## config.mk

```make
export PLATFORM = sky130hd
export DESIGN_NAME = fixed_block_pool_allocator
export DESIGN_NICKNAME = d
export VERILOG_FILES = /design/src/hw/rtl/fbpa_pkg.sv /design/src/hw/rtl/fixed_block_pool_allocator.sv /design/src/hw/rtl/fbpa_free_list.sv
export VERILOG_INCLUDE_DIRS = /design/src /design/src/hw/rtl
export SDC_FILE = /design/constraint.sdc
export NUM_CORES = 1
export LEC_CHECK = 0
export BUFFER_PORTS_ARGS = -buffer_cell sky130_fd_sc_hd__buf_4
export CAP_MARGIN = 20
export CORE_MARGIN = 8
export CORE_UTILIZATION = 51
export DETAILED_ROUTE_END_ITERATION = 7
export HOLD_SLACK_MARGIN = 0.05
export PLACE_DENSITY_LB_ADDON = 0.05
export SYNTH_ARGS = -nofsm -noshare
export SYNTH_HDL_FRONTEND = slang
export SYNTH_SLANG_ARGS = --single-unit
```

## constraint.sdc

```tcl
create_clock -name clk_i -period 7.6 [get_ports clk_i]
set_input_delay 0.76 -clock clk_i [delete_from_list [all_inputs] [get_ports clk_i]]
set_output_delay 0.76 -clock clk_i [all_outputs]
set_load 0.005 [all_outputs]
```

## src/hw/rtl/assert_macros.svh

```systemverilog
// assertion macros shared by the allocator rtl
// expects clk_i and rst_ni in the including module
`ifndef ASSERT_MACROS_SVH
`define ASSERT_MACROS_SVH

// property checked on every clock outside reset
`define FBPA_ASSERT(name, prop) \
  name: assert property (@(posedge clk_i) disable iff (!rst_ni) prop) \
    else $error("fbpa assertion failed");

// consequent checked in the cycle after the antecedent
`define FBPA_ASSERT_NEXT(name, ante, cons) \
  name: assert property (@(posedge clk_i) disable iff (!rst_ni) (ante) |=> (cons)) \
    else $error("fbpa assertion failed");

`endif

```

## src/hw/rtl/fbpa_pkg.sv

```systemverilog
// fbpa_pkg: pool geometry, codes and shared types of the block allocator
// no dependencies
package fbpa_pkg;

  localparam int NumBlocks  = 32;
  localparam int BlockBytes = 128;
  localparam int AddrW      = 32;
  localparam int IdxW       = $clog2(NumBlocks);
  localparam int BlockShift = $clog2(BlockBytes);

  // pool size in bytes, one bit wider than an address
  localparam logic [AddrW:0] PoolBytes = (AddrW + 1)'(NumBlocks * BlockBytes);

  typedef enum logic {
    CmdAlloc = 1'b0,
    CmdFree  = 1'b1
  } cmd_e;

  typedef enum logic [1:0] {
    StOk    = 2'd0,
    StEmpty = 2'd1,
    StError = 2'd2
  } status_e;

  // request presented to the free list
  typedef struct packed {
    logic            fire;
    cmd_e            cmd;
    logic            in_range;
    logic [IdxW-1:0] rel_idx;
  } fbpa_op_t;

  // outcome of a request
  typedef struct packed {
    status_e         status;
    logic [IdxW-1:0] grant_idx;
  } fbpa_res_t;

endpackage

```

## src/hw/rtl/fixed_block_pool_allocator.sv

```systemverilog
// fixed_block_pool_allocator: 1 request per cycle sustained while the receiver takes each result;
// an input register and a result register bracket one pass through the free list
// the free list head, read and written every cycle, sets the single-cycle rate
// reset: async active low; pool base 0, chain from highest index down to 0, bitmap clear
// depends on fbpa_pkg, fbpa_free_list and assert_macros.svh
`include "assert_macros.svh"

module fixed_block_pool_allocator import fbpa_pkg::*; (
  input  logic             clk_i,
  input  logic             rst_ni,
  input  logic             cfg_valid_i,
  output logic             cfg_ready_o,
  input  logic [AddrW-1:0] cfg_pool_base_i,
  input  logic             in_valid_i,
  output logic             in_ready_o,
  input  logic             command_i,
  input  logic [AddrW-1:0] address_i,
  output logic             out_valid_o,
  input  logic             out_ready_i,
  output logic [AddrW-1:0] block_address_o,
  output logic [1:0]       status_o
);

  logic [AddrW-1:0] pool_base_q;
  logic             s1_valid_q;
  cmd_e             s1_cmd_q;
  logic [AddrW-1:0] s1_addr_q;
  logic             out_valid_q;
  logic [AddrW-1:0] out_addr_q, out_addr_d;
  status_e          out_status_q;
  logic             advance;
  logic             s1_load;
  logic [AddrW-1:0] offset;
  fbpa_op_t         op;
  fbpa_res_t        res;

  assign cfg_ready_o = 1'b1;
  assign advance     = !out_valid_q || out_ready_i;
  assign in_ready_o  = !s1_valid_q || advance;
  assign s1_load     = in_valid_i && in_ready_o;

  always_ff @(posedge clk_i or negedge rst_ni) begin
    if (!rst_ni) begin
      pool_base_q <= '0;
    end else if (cfg_valid_i && cfg_ready_o) begin
      pool_base_q <= cfg_pool_base_i;
    end
  end

  // input register
  always_ff @(posedge clk_i or negedge rst_ni) begin
    if (!rst_ni) begin
      s1_valid_q <= 1'b0;
    end else if (in_ready_o) begin
      s1_valid_q <= in_valid_i;
    end
  end

  always_ff @(posedge clk_i) begin
    if (s1_load) begin
      s1_cmd_q  <= cmd_e'(command_i);
      s1_addr_q <= address_i;
    end
  end

  // release address to block index
  assign offset      = s1_addr_q - pool_base_q;
  assign op.fire     = s1_valid_q && advance;
  assign op.cmd      = s1_cmd_q;
  assign op.in_range = {1'b0, offset} < PoolBytes;
  assign op.rel_idx  = offset[BlockShift +: IdxW];

  fbpa_free_list u_free_list (
    .clk_i  (clk_i),
    .rst_ni (rst_ni),
    .op_i   (op),
    .res_o  (res)
  );

  always_comb begin
    out_addr_d = '0;
    if (s1_cmd_q == CmdAlloc && res.status == StOk) begin
      out_addr_d = pool_base_q + (AddrW'(res.grant_idx) << BlockShift);
    end
  end

  // result register
  always_ff @(posedge clk_i or negedge rst_ni) begin
    if (!rst_ni) begin
      out_valid_q <= 1'b0;
    end else if (advance) begin
      out_valid_q <= s1_valid_q;
    end
  end

  always_ff @(posedge clk_i) begin
    if (op.fire) begin
      out_addr_q   <= out_addr_d;
      out_status_q <= res.status;
    end
  end

  assign out_valid_o     = out_valid_q;
  assign block_address_o = out_addr_q;
  assign status_o        = out_status_q;

  `FBPA_ASSERT(a_fail_zero_addr, out_valid_q && out_status_q != StOk |-> out_addr_q == '0)

endmodule

```

## src/hw/rtl/fbpa_free_list.sv

```systemverilog
// fbpa_free_list: lifo free list of block indices and allocation bitmap
// depends on fbpa_pkg and assert_macros.svh
`include "assert_macros.svh"

module fbpa_free_list import fbpa_pkg::*; (
  input  logic      clk_i,
  input  logic      rst_ni,
  input  fbpa_op_t  op_i,
  output fbpa_res_t res_o
);

  logic [IdxW-1:0]      head_q, head_d;
  logic                 head_vld_q, head_vld_d;
  logic [NumBlocks-1:0] map_q, map_d;
  logic [IdxW-1:0]      link_idx_q [NumBlocks];
  logic                 link_vld_q [NumBlocks];
  logic                 link_we;
  logic                 rel_ok;

  assign rel_ok = op_i.in_range && map_q[op_i.rel_idx];

  always_comb begin
    res_o.grant_idx = head_q;
    res_o.status    = StOk;
    head_d          = head_q;
    head_vld_d      = head_vld_q;
    map_d           = map_q;
    link_we         = 1'b0;
    case (op_i.cmd)
      CmdAlloc: begin
        res_o.status = head_vld_q ? StOk : StEmpty;
        if (op_i.fire && head_vld_q) begin
          head_d         = link_idx_q[head_q];
          head_vld_d     = link_vld_q[head_q];
          map_d[head_q]  = 1'b1;
        end
      end
      CmdFree: begin
        res_o.status = rel_ok ? StOk : StError;
        if (op_i.fire && rel_ok) begin
          link_we              = 1'b1;
          head_d               = op_i.rel_idx;
          head_vld_d           = 1'b1;
          map_d[op_i.rel_idx]  = 1'b0;
        end
      end
      default: begin
        res_o.status = StError;
      end
    endcase
  end

  always_ff @(posedge clk_i or negedge rst_ni) begin
    if (!rst_ni) begin
      head_q     <= IdxW'(NumBlocks - 1);
      head_vld_q <= 1'b1;
      map_q      <= '0;
    end else begin
      head_q     <= head_d;
      head_vld_q <= head_vld_d;
      map_q      <= map_d;
    end
  end

  // reset chain runs from the top index down to 0
  always_ff @(posedge clk_i or negedge rst_ni) begin
    if (!rst_ni) begin
      for (int i = 0; i < NumBlocks; i++) begin
        link_idx_q[i] <= (i > 0) ? IdxW'(i - 1) : '0;
        link_vld_q[i] <= (i > 0);
      end
    end else if (link_we) begin
      link_idx_q[op_i.rel_idx] <= head_q;
      link_vld_q[op_i.rel_idx] <= head_vld_q;
    end
  end

  `FBPA_ASSERT(a_head_is_free, head_vld_q |-> !map_q[head_q])
  `FBPA_ASSERT_NEXT(a_grant_marks, op_i.fire && op_i.cmd == CmdAlloc && head_vld_q, map_q[$past(head_q)])
  `FBPA_ASSERT_NEXT(a_fail_holds, op_i.fire && res_o.status != StOk, $stable(map_q) && $stable(head_q) && $stable(head_vld_q))

endmodule

```

==> metrics.yaml, run 1 <==
run_status:
  status: "complete, no violations"
power_and_ir_drop:
  irDropWorstVdd_mv: 0.197
  p_leak_nw: 8.57
  total_power_mw: 4.15
  p_per_area_nw_per_um2: 216
clock_network:
  clk_latency_ns: 0.54
  clk_pin_slew_worst_paths_ns: 0.06
  cts_resized: 0
  cts_buffers: 37
  post-cts-setup-buffers: 0
  holdBufCountCts: 0
  h-tree-depth: 2
  cts_sinks: 331
  cts_tree: "built"
  clockRootBuffer: "clkbuf_16"
  clock_path_buffers: 3
timing:
  fmax_mhz: 194
  skew_ns: 0.0245
  min_period_over_period_pct: 68.0
  final.setup.tns_ns: 0
  rsz0062_at_grt: "false"
  setup_violations: 0
  slew_viol_final: 0
  maxSlewHeadroom_pct: 26.5
  finalCriticalPeriod_ns: 5.16
  worst_pin_slew_ns: 1.10
  finalHoldViolations: 0
placement:
  dp.cells: 1829
  io_buffer_count: 105
  dp.final_hpwl_mm: 28.4
  gp_congestion: 0.908
yosys:
  avgSynthCellArea_um2: 12.6
  synth-main-ff-cell: "dfrtp_1"
  synth_compound_area_share_pct: 7.79
  synth.area.mux_share_pct: 21.9
  synth_xor_area_share_pct: 1.87
  syn_inst: 1344
  async_flop_share_pct: 79.8
  synth_warnings: 0
  ys_seq_area_share_pct: 51.8
  synth_area_leader_cell: "dfrtp_1"
  synth.area.top_cells: "dfrtp_1 (22%), dfstp_2 (17%), edfxtp_1 (12%)"
  synth_top_family_by_area: "multiplexers"
  synth_fp_nets: 1450
  synth-simple-area-share_pct: 11.3
  synth_top_area_share_pct: 22.5
  synth_area_um2: 16900
  synthAdderAreaFrac_pct: 2.71
  synth-edff-count: 67
  ys_types: 83
  synth_seq_cells: 331
route:
  wl_per_cell_um: 22.0
  drc_errors: 0
  via_per_inst: 5.95
  drt-total-wl_mm: 41.7
  dr_total_vias: 11300
  first_pass_iters: 7
  drt_iter0_markers: 817
  ant_nets: 0
cells_and_area:
  finalNetCount: 1532
  syn2layout_area_growth_pct: 13.6
  post-route-util_pct: 59.0
  num_antenna_cells: 0
  fill_cells: 2664
  drive_above_1_share_pct: 37.7
  fin_cells: 1896
run:
  maxCapViolCount: 0
critical_path:
  end_kind: "flip-flop"
  crit_required_ns: 8.01
  cp-start-kind: "flip-flop"
  crit_fanout: 12
  crit_arrival_ns: 5.57
  crit_type: "reg -> reg"
global_routing:
  grt_pass1_vias: 11500
  track_usage_pct: 21.4
  grt_antenna_before_repair: 0
  overflow: 0
  grt_first_pass_wirelength_mm: 66.3
  grt_max_degree: 153
die:
  die_w_um: 198
  initial_utilization_pct: 51.9
  die_h_um: 198
  io_pins: 107
  row_count: 66
  die_area_um2: 39300
  coreArea_um2: 32600
min_path:
  holdCritPathClass: "in -> async"
## registers in the layout, summed over array words and instances, names as in the netlist, 2 cells and up
name,count
status_o,2
u_free_list.head_q,5
u_free_list.map_q,32
s1_addr_q,32
block_address_o,32
pool_base_q,32
u_free_list.link_idx_q,160
u_free_list.link_vld_q,32
## cell families (layout without fill, tap and decap cells)
family          Yosys count  count (layout)
other cells               1               1
buf+inv                 117             227
fa+ha+maj                36              36
compound gates          210             210
flops                   331             331
simple gates            335             335
mux                     280             280
xor+xnor                 34              34
## power by group
part           switching (mW)  internal, mW
logic                   0.366         0.199
registers              0.0192          1.86
clock network           0.708         0.998
## cell usage in the layout (no fill, tap or decap), types with 6 or more instances in the layout
master / instances
nand3_1: 16
clkbuf_16: 37
nand2b_1: 11
nor4_1: 6
nor3_1: 18
and2_1: 9
nand2_1: 72
dfstp_2: 111
and3_1: 10
a21o_1: 8
dfrtp_1: 152
mux2_1: 36
xor2_1: 10
o21a_1: 6
nor3_4: 6
edfxtp_1: 67
nor2_2: 16
inv_1: 40
nand4_1: 16
clkbuf_8: 6
clkbuf_1: 15
a21oi_1: 75
o21ai_0: 56
nor2_8: 8
mux4_2: 52
nor2b_1: 7
mux2i_1: 28
a22oi_1: 14
o211ai_1: 8
or3_1: 13
buf_4: 117
xnor2_1: 23
ha_1: 35
mux2_2: 164
nor2_1: 96
## cell type report
cell class	instances	area [um2]	share of cell area [%]
clock inverter	9	77.6	0.403
inverter	41	154	0.800
clock buffer	58	1060	5.54
multi-input combinational	896	7710	40.1
timing repair buffer	119	913	4.75
sequential	331	8760	45.6
tap	442	553	2.88
## layer usage
metal  up-vias  routed length [um]  track usage [%]
met3        74                2230             3.34
met1      5743               18400             29.0
li1       5114                   -                -
met4         0                1050             5.97
met5         -                   0                0
met2       349               20000             35.4
## metrics by stage
| stage | worst slack [ns] | instance area (um2) | hold slack, ns |
|---|---|---|---|
| global placement | 2.57 | 18100 | 0.462 |
| floorplan | 3.40 | 16900 | 0.453 |
| detailed placement | 2.54 | 18100 | 0.474 |
| CTS | 2.51 | 19200 | 0.346 |
| global route | 2.09 | 19200 | 0.383 |
| finish | 2.44 | 19200 | 0.307 |
## worst max-delay path, stage by stage, from the launching register on
cell and delay, ns:
dfrtp_1 0.36, inv_1 0.06, ha_1 0.60, nand3_1 0.22, a311oi_1 0.54, or2_0 0.31, xnor2_1 0.19, nand3_1 0.51
o21ai_0 0.27, nor4_4 0.48, nand4_2 0.54, nor2_2 0.57, mux2_2 0.39
## cells in the mapped netlist, types with 3 or more instances
cell type and number:
nor3_4 6, mux2i_1 28, nand2_1 72, clkbuf_1 50
a211oi_1 5, o31ai_1 3, xnor2_1 23, nand3_1 16
mux4_2 52, a21o_1 8, o21a_1 6, nor2_8 8
nor2_1 96, nand3_2 3, nand4_1 16, or3_1 13
and3_1 10, dfstp_2 112, edfxtp_1 67, buf_1 14
a31oi_1 4, a22oi_1 14, nand4b_1 3, inv_1 40
mux2_1 36, nor4_1 6, nor3_1 18, and2_1 10
o221ai_1 4, o211ai_1 8, a21oi_1 75, nor2b_1 7
buf_2 9, mux2_2 164, xor2_1 10, ha_1 35
nand2b_1 11, dfrtp_1 152, nor2_2 16, o21ai_0 56
## final timing paths
kind	start	end	slack, ns	cells past startpoint
max in group asynchronous	rst_ni	pool_base_q[12]	5.90	2
setup reg to reg	pool_base_q[7]	u_free_list.link_idx_q[86]	2.44	12
hold / removal	rst_ni	u_free_list.link_idx_q[6]	0.31	1
min in group clk_i	address_i[3]	s1_addr_q[3]	0.41	1
setup / recovery	pool_base_q[7]	u_free_list.link_idx_q[86]	2.44	12
hold reg to reg	u_free_list.link_idx_q[11]	u_free_list.link_idx_q[11]	0.48	1
(Power assumes the default switching activity.)
==> run 2, diff against run 1 <==
Settings changed: ABC_AREA set to 1.
Clock period 7.6 ns to 4.5 ns, I/O delays scaled along.
==> run 2 against run 1 <==
- cell area increased by 16%
- clock-buffer cell count up 1
- sequential share of layout area down 6.2 points
- core utilization increased by 0.36 points
- power grew 130%
- sequential cell count is the same
- register-to-register slack worse by 1.7 ns
- synthesized cell count rose by 85%
- combinational power grew to 4.9 times the previous value
- first-iteration DRC count increased by 120%
==> metrics.yaml, run 2 <==
timing:
  rsz0062_at_grt: "false"
  slew_viol_final: 0
  finalHoldViolations: 0
  maxSlewHeadroom_pct: 28.2
  finalCriticalPeriod_ns: 3.74
  min_period_over_period_pct: 83.2
  final.setup.tns_ns: 0
  worst_pin_slew_ns: 1.07
  fmax_mhz: 267
  setup_violations: 0
  skew_ns: 0.0173
power_and_ir_drop:
  irDropWorstVdd_mv: 0.323
  switching_share_pct: 37.9
  p_comb_share_pct: 29.1
  pwr-share-clk_pct: 34.0
  power_switching_mw: 3.63
  p_per_area_nw_per_um2: 431
  seqPwrFrac_pct: 36.9
  p_leak_nw: 10.9
  p_int_mw: 5.95
run:
  maxCapViolCount: 0
yosys:
  syn_inst: 2484
  synth.area.top_cells: "dfrtp_1 (20%), nand2_1 (18%), dfstp_2 (15%)"
  synth_fp_nets: 2590
  synth_top_area_share_pct: 19.7
  synth_most_common_cell: "nand2_1"
  ys_seq_area_share_pct: 45.4
  avgSynthCellArea_um2: 7.77
  synth_area_um2: 19300
  ys_types: 52
  synth-edff-count: 67
  synth_area_leader_cell: "dfrtp_1"
  synth-main-ff-cell: "dfrtp_1"
  synth_commonest_cells: "nand2_1 (941), inv_1 (216), nand4_1 (209)"
  synth_warnings: 0
  async_flop_share_pct: 79.8
  synth_seq_cells: 331
clock_network:
  clockRootBuffer: "clkbuf_16"
  cts_buffers: 40
  clk_pin_slew_worst_paths_ns: 0.06
  h-tree-depth: 2
  clock_path_buffers: 3
  post-cts-setup-buffers: 0
  cts_tree: "built"
  clk_latency_ns: 0.57
  cts_sinks: 331
cells_and_area:
  mostFrequentLayoutCells: "nand2_1 (941), inv_1 (215), nand4_1 (209)"
  finalNetCount: 2692
  regMostFlops: "u_free_list.link_idx_q"
  fin_cells: 3129
  syn2layout_area_growth_pct: 15.3
  largest_reg_flops: 160
  final_common_cell: "nand2_1"
  drive_above_1_share_pct: 15.0
  num_antenna_cells: 0
die:
  row_count: 71
  initial_utilization_pct: 51.5
  die_area_um2: 44300
  io_pins: 107
  coreArea_um2: 37500
  die_w_um: 210
  die_h_um: 210
critical_path:
  crit_arrival_ns: 4.23
  crit_fanout: 28
  cpLargestDelayFamily: "simple AND/OR/NAND/NOR gates"
  crit_type: "reg -> reg"
  slowest_stage: "ha_1"
  end_kind: "flip-flop"
  crit_required_ns: 4.99
  cp_num_buf_inv: 3
  slowest_delay_ns: 0.44
  crit_top_cell: "nand2_1"
  ff2ff_setup_slack_ns: 0.76
  cp-start-kind: "flip-flop"
  crit_chain: "inv_1 > ha_1 > nand2_1 > nor2_2 > nand3_1 > nand3b_2 > xor2_2 > inv_2 > nor2_1 > nand2_1 > nand3_1 > nor2_1 > nand2_1 > o21ai_2 > nand2_1 > buf_12 > nand2_1 > nand2_1"
route:
  wl_met2_mm: 28.5
  dr_total_vias: 18200
  drt-total-wl_mm: 63.6
  ant_nets: 0
  via_per_inst: 5.83
  wl_met3_mm: 4.96
  wl_per_cell_um: 20.3
  first_pass_iters: 6
  drc_errors: 0
  drt_iter0_markers: 1815
  routedLengthMet1_mm: 28.5
  highest-signal-layer: "met4"
global_routing:
  grt_pass1_vias: 17500
  grt_first_pass_wirelength_mm: 100
  track_usage_pct: 28.5
  overflow: 0
  grt_antenna_before_repair: 0
  grt_max_degree: 193
placement:
  dp.final_hpwl_mm: 42.4
  dp.cells: 3026
  gp_congestion: 0.974
  io_buffer_count: 105
run_status:
  status: "complete, no violations"
min_path:
  holdCritPathClass: "in -> reg"
[run 2: cell types whose count changed after synthesis, sizes merged, moves of 79 or more]
cell,delta
nand2,+874
nand4,+220
mux2,-199
inv,+186
nand3,+91
a22oi,+79
[run 2: path summary, 6_finish.rpt]
path | from | end | depth (start not counted)
min in group asynchronous | rst_ni | pool_base_q[21] | 2
worst min-delay path | address_i[19] | s1_addr_q[19] | 1
max in group asynchronous | rst_ni | u_free_list.link_idx_q[9] | 3
worst max-delay path | pool_base_q[8] | u_free_list.head_q[4] | 18
worst max register to register | pool_base_q[8] | u_free_list.head_q[4] | 18
worst min register to register | u_free_list.link_vld_q[5] | u_free_list.link_vld_q[5] | 2
[run 2: power by group through the flow]
stage / clock network [mW] / logic [mW] / registers [mW]
finish: 3.26 / 2.79 / 3.53
global route: 3.42 / 3.04 / 3.55
CTS: 3.32 / 2.74 / 3.52
detailed placement: 0 / 2.70 / 3.57
global placement: 0 / 2.69 / 3.57
floorplan: 0 / 1.70 / 3.45
[run 2: layout make-up]
cell class              instances  area [um2]
inverters                     229         862
fillers                      3489       15200
clock buffers                  59        1170
multi-input cells            1798        9110
clock inverters                15         144
flip-flops and latches        331        8760
repair buffers                186        1550
well taps                     511         639
[run 2: kinds of logic after synthesis]
family / after synthesis / synth area share (%)
muxes: 1 / 0.0584
other: 1 / 0.0194
and+or+nand+nor: 1472 / 35.3
DFF: 331 / 45.4
AOI/OAI and AO/OA: 282 / 8.95
buffers and inverters: 355 / 7.54
xor gates and xnor gates: 6 / 0.311
adders and majority gates: 36 / 2.37
[run 2: metal layers]
layer	GRT usage, %	vias to the layer above
met4	9.27	0
li1	-	8548
met2	43.8	777
met1	40.9	8805
met5	0	-
met3	4.52	108
[run 2: what timing repair did]
| action | 4_1_cts | 5_1_grt |
|---|---|---|
| resized for setup | 0 | 0 |
| hold buffers | 29 | 0 |
| endpoints found under the hold margin | 92 | 0 |
[run 2: per-stage QoR]
step           total power, mW  worst slack (ns)  hold WS [ns]  util, %  area (um2)
3_5_place_dp              6.28             0.876         0.457     55.0       20600
2_1_floorplan             5.16              1.16         0.154        -       19300
6_report                  9.58             0.757        0.0767     59.3       22200
4_1_cts                   9.58             0.837        0.0512     59.3       22200
5_1_grt                   10.0             0.454        0.0616     59.3       22200
3_3_place_gp              6.26             0.884         0.455     55.0       20600
==> run 3, diff against run 2 <==
Clock period 4.5 ns to 3.1 ns, I/O delays scaled along.
==> run 3 against run 2 <==
- the flow now finishes with violations (setup timing)
- worst hold slack better by 0.16 ns
- non-clock buffer count up 300
- first-iteration DRC count rose by 9.8%
- power up 57%
- sequential share of layout area shrank 5.9 points
- register-to-register slack lost 0.84 ns
- maximum frequency grew 18%
- via count grew 7.7%
- routed wire length is 9.5% higher
- critical path depth rose by 2
- largest power group is now combinational logic
==> metrics.yaml, run 3 (synthesized netlist as in run 2, its figures left out) <==
placement:
  pre_cts_ws_ns: -0.198
  place_area_um2: 22400
  dp.final_hpwl_mm: 44.9
  gp_congestion: 0.953
  io_buffer_count: 105
global_routing:
  grt_pass1_vias: 18500
  track_usage_pct: 29.9
  overflow: 0
  grt_first_pass_wirelength_mm: 105
  grt_max_degree: 83
  grt_antenna_before_repair: 2
die:
  initial_utilization_pct: 51.5
  coreArea_um2: 37500
  die_w_um: 210
  die_h_um: 210
  die_area_um2: 44300
  io_pins: 107
  row_count: 71
critical_path:
  critPathLaunch: "s1_addr_q[6]"
  crit_arrival_ns: 3.62
  crit_fanout: 6
  critPathCapture: "u_free_list.link_idx_q[63]"
  crit_type: "reg -> reg"
  r2r-end: "u_free_list.link_idx_q[63]"
  cp-start-kind: "flip-flop"
  crit_required_ns: 3.54
  ff2ff_setup_slack_ns: -0.08
  reg2reg_from: "s1_addr_q[6]"
  rr_worst_depth: 20
  end_kind: "flip-flop"
clock_network:
  clk_latency_ns: 0.57
  cts_tree: "built"
  cts_buffers: 38
  cts_sinks: 331
  clock_path_buffers: 3
  h-tree-depth: 2
  clockRootBuffer: "clkbuf_16"
  clk_pin_slew_worst_paths_ns: 0.06
cells_and_area:
  design_area_um2: 26100
  finalNetCount: 2991
  largest_reg_flops: 160
  syn2layout_area_growth_pct: 35.5
  mostFrequentLayoutCells: "nand2_1 (845), buf_4 (351), nand4_1 (209)"
  drive_above_1_share_pct: 29.1
  regMostFlops: "u_free_list.link_idx_q"
  final_common_cell: "nand2_1"
power_and_ir_drop:
  irDropWorstVdd_mv: 0.435
  switching_share_pct: 37.8
  pwr-share-clk_pct: 30.5
  power_switching_mw: 5.69
  p_leak_nw: 12.7
  seqPwrFrac_pct: 33.7
  p_comb_share_pct: 35.8
  p_per_area_nw_per_um2: 576
  total_power_mw: 15.1
  p_int_mw: 9.37
timing:
  slew_viol_final: 0
  setup_violations: 77
  fin_ws_ns: -0.0829
  final.setup.tns_ns: -1.41
  maxSlewHeadroom_pct: 31.8
  rsz0062_at_grt: "true"
  fmax_mhz: 314
  worst_pin_slew_ns: 1.02
  min_period_over_period_pct: 103
  skew_ns: 0.0341
  finalHoldViolations: 0
  finalCriticalPeriod_ns: 3.18
run_status:
  status: "finished, violations left"
  failed_checks: "setup timing"
route:
  wl_per_cell_um: 20.3
  drt_iter0_markers: 1993
  dr_total_vias: 19600
  via_per_inst: 5.73
  ant_nets: 0
  drt-total-wl_mm: 69.6
  drc_errors: 0
  first_pass_iters: 6
min_path:
  holdCritPathClass: "in -> reg"
run:
  maxCapViolCount: 0
-- run 3: cell count changes in the layout (fill, tap and decap cells not counted), moves of 15 or more --
cell           before  now
ha_1               35   11
nand2_4             0   17
inv_2              11   30
nor2_2              3   27
inv_1             215  194
buf_4             150  351
dlygate4sd3_1      29   69
buf_6               0   18
ha_4                0   23
nand2_2             5   84
nand2_1           941  845
buf_12              6   21
nor2_1            132  100
-- run 3: timing repair --
item,in CTS,in global routing
cloned,4,17
endpoints found under the setup margin,230,239
pin swaps,13,80
hold buffers,69,0
hold endpoints to repair,128,0
resized for setup,55,220
buffers inserted,19,6
-- run 3: routing by layer --
| layer | wire length, um | GRT usage [%] |
|---|---|---|
| met5 | 12 | 0 |
| met4 | 2000 | 9.53 |
| met3 | 6300 | 4.66 |
| met2 | 31900 | 46.4 |
| met1 | 29400 | 42.6 |
-- run 3: final cells by class --
type	instances	area, um2
antenna	1	2.50
clock buffer	55	1100
clock inverter	15	150
fill	3014	11400
inverter	229	867
multi-input combinational	1799	10000
sequential	331	8760
tap	511	639
timing repair buffer	486	4570
-- run 3: power groups by stage --
stage,clock [mW],sequential [mW],combinational (mW)
after global routing,4.80,5.09,5.76
after floorplan,0,5.01,2.47
after global placement,0,5.12,4.66
after detailed placement,0,5.13,4.68
after CTS,4.65,5.06,4.93
final,4.59,5.07,5.40
-- run 3: worst min-delay path by stage --
stage	start	endpoint	slack [ns]	depth (start not counted)
after floorplan	rst_ni	out_valid_o	0.01	0
after global placement	rst_ni	pool_base_q[18]	0.37	1
after detailed placement	rst_ni	pool_base_q[18]	0.37	1
after CTS	cfg_valid_i	pool_base_q[0]	0.25	3
after global routing	cfg_valid_i	pool_base_q[0]	0.29	3
final	cfg_valid_i	pool_base_q[0]	0.23	3
-- run 3: critical path, stage by stage (launching register included) --
cell and delay (ns):
edfxtp_1 0.42, ha_4 0.33, nand2_4 0.06, buf_4 0.14
nor2_4 0.14, nand3_2 0.10, nand3b_4 0.14, buf_6 0.14
nand2_4 0.05, nand4_1 0.13, nand2_1 0.09, nor2_1 0.12
nand2_1 0.09, nor2_2 0.13, nand3_2 0.12, nor2_4 0.14
buf_12 0.17, buf_12 0.17, nand4_4 0.17, nand2_2 0.14
nand2_2 0.05
-- run 3: stage by stage --
step           utilization (%)  hold WS, ns  instances
2_1_floorplan                -       0.0144       2484
3_5_place_dp              59.8        0.373       3241
5_1_grt                   69.7        0.287       3427
4_1_cts                   66.4        0.246       3403
6_report                  69.7        0.233       3427
3_3_place_gp              59.8        0.369       3241
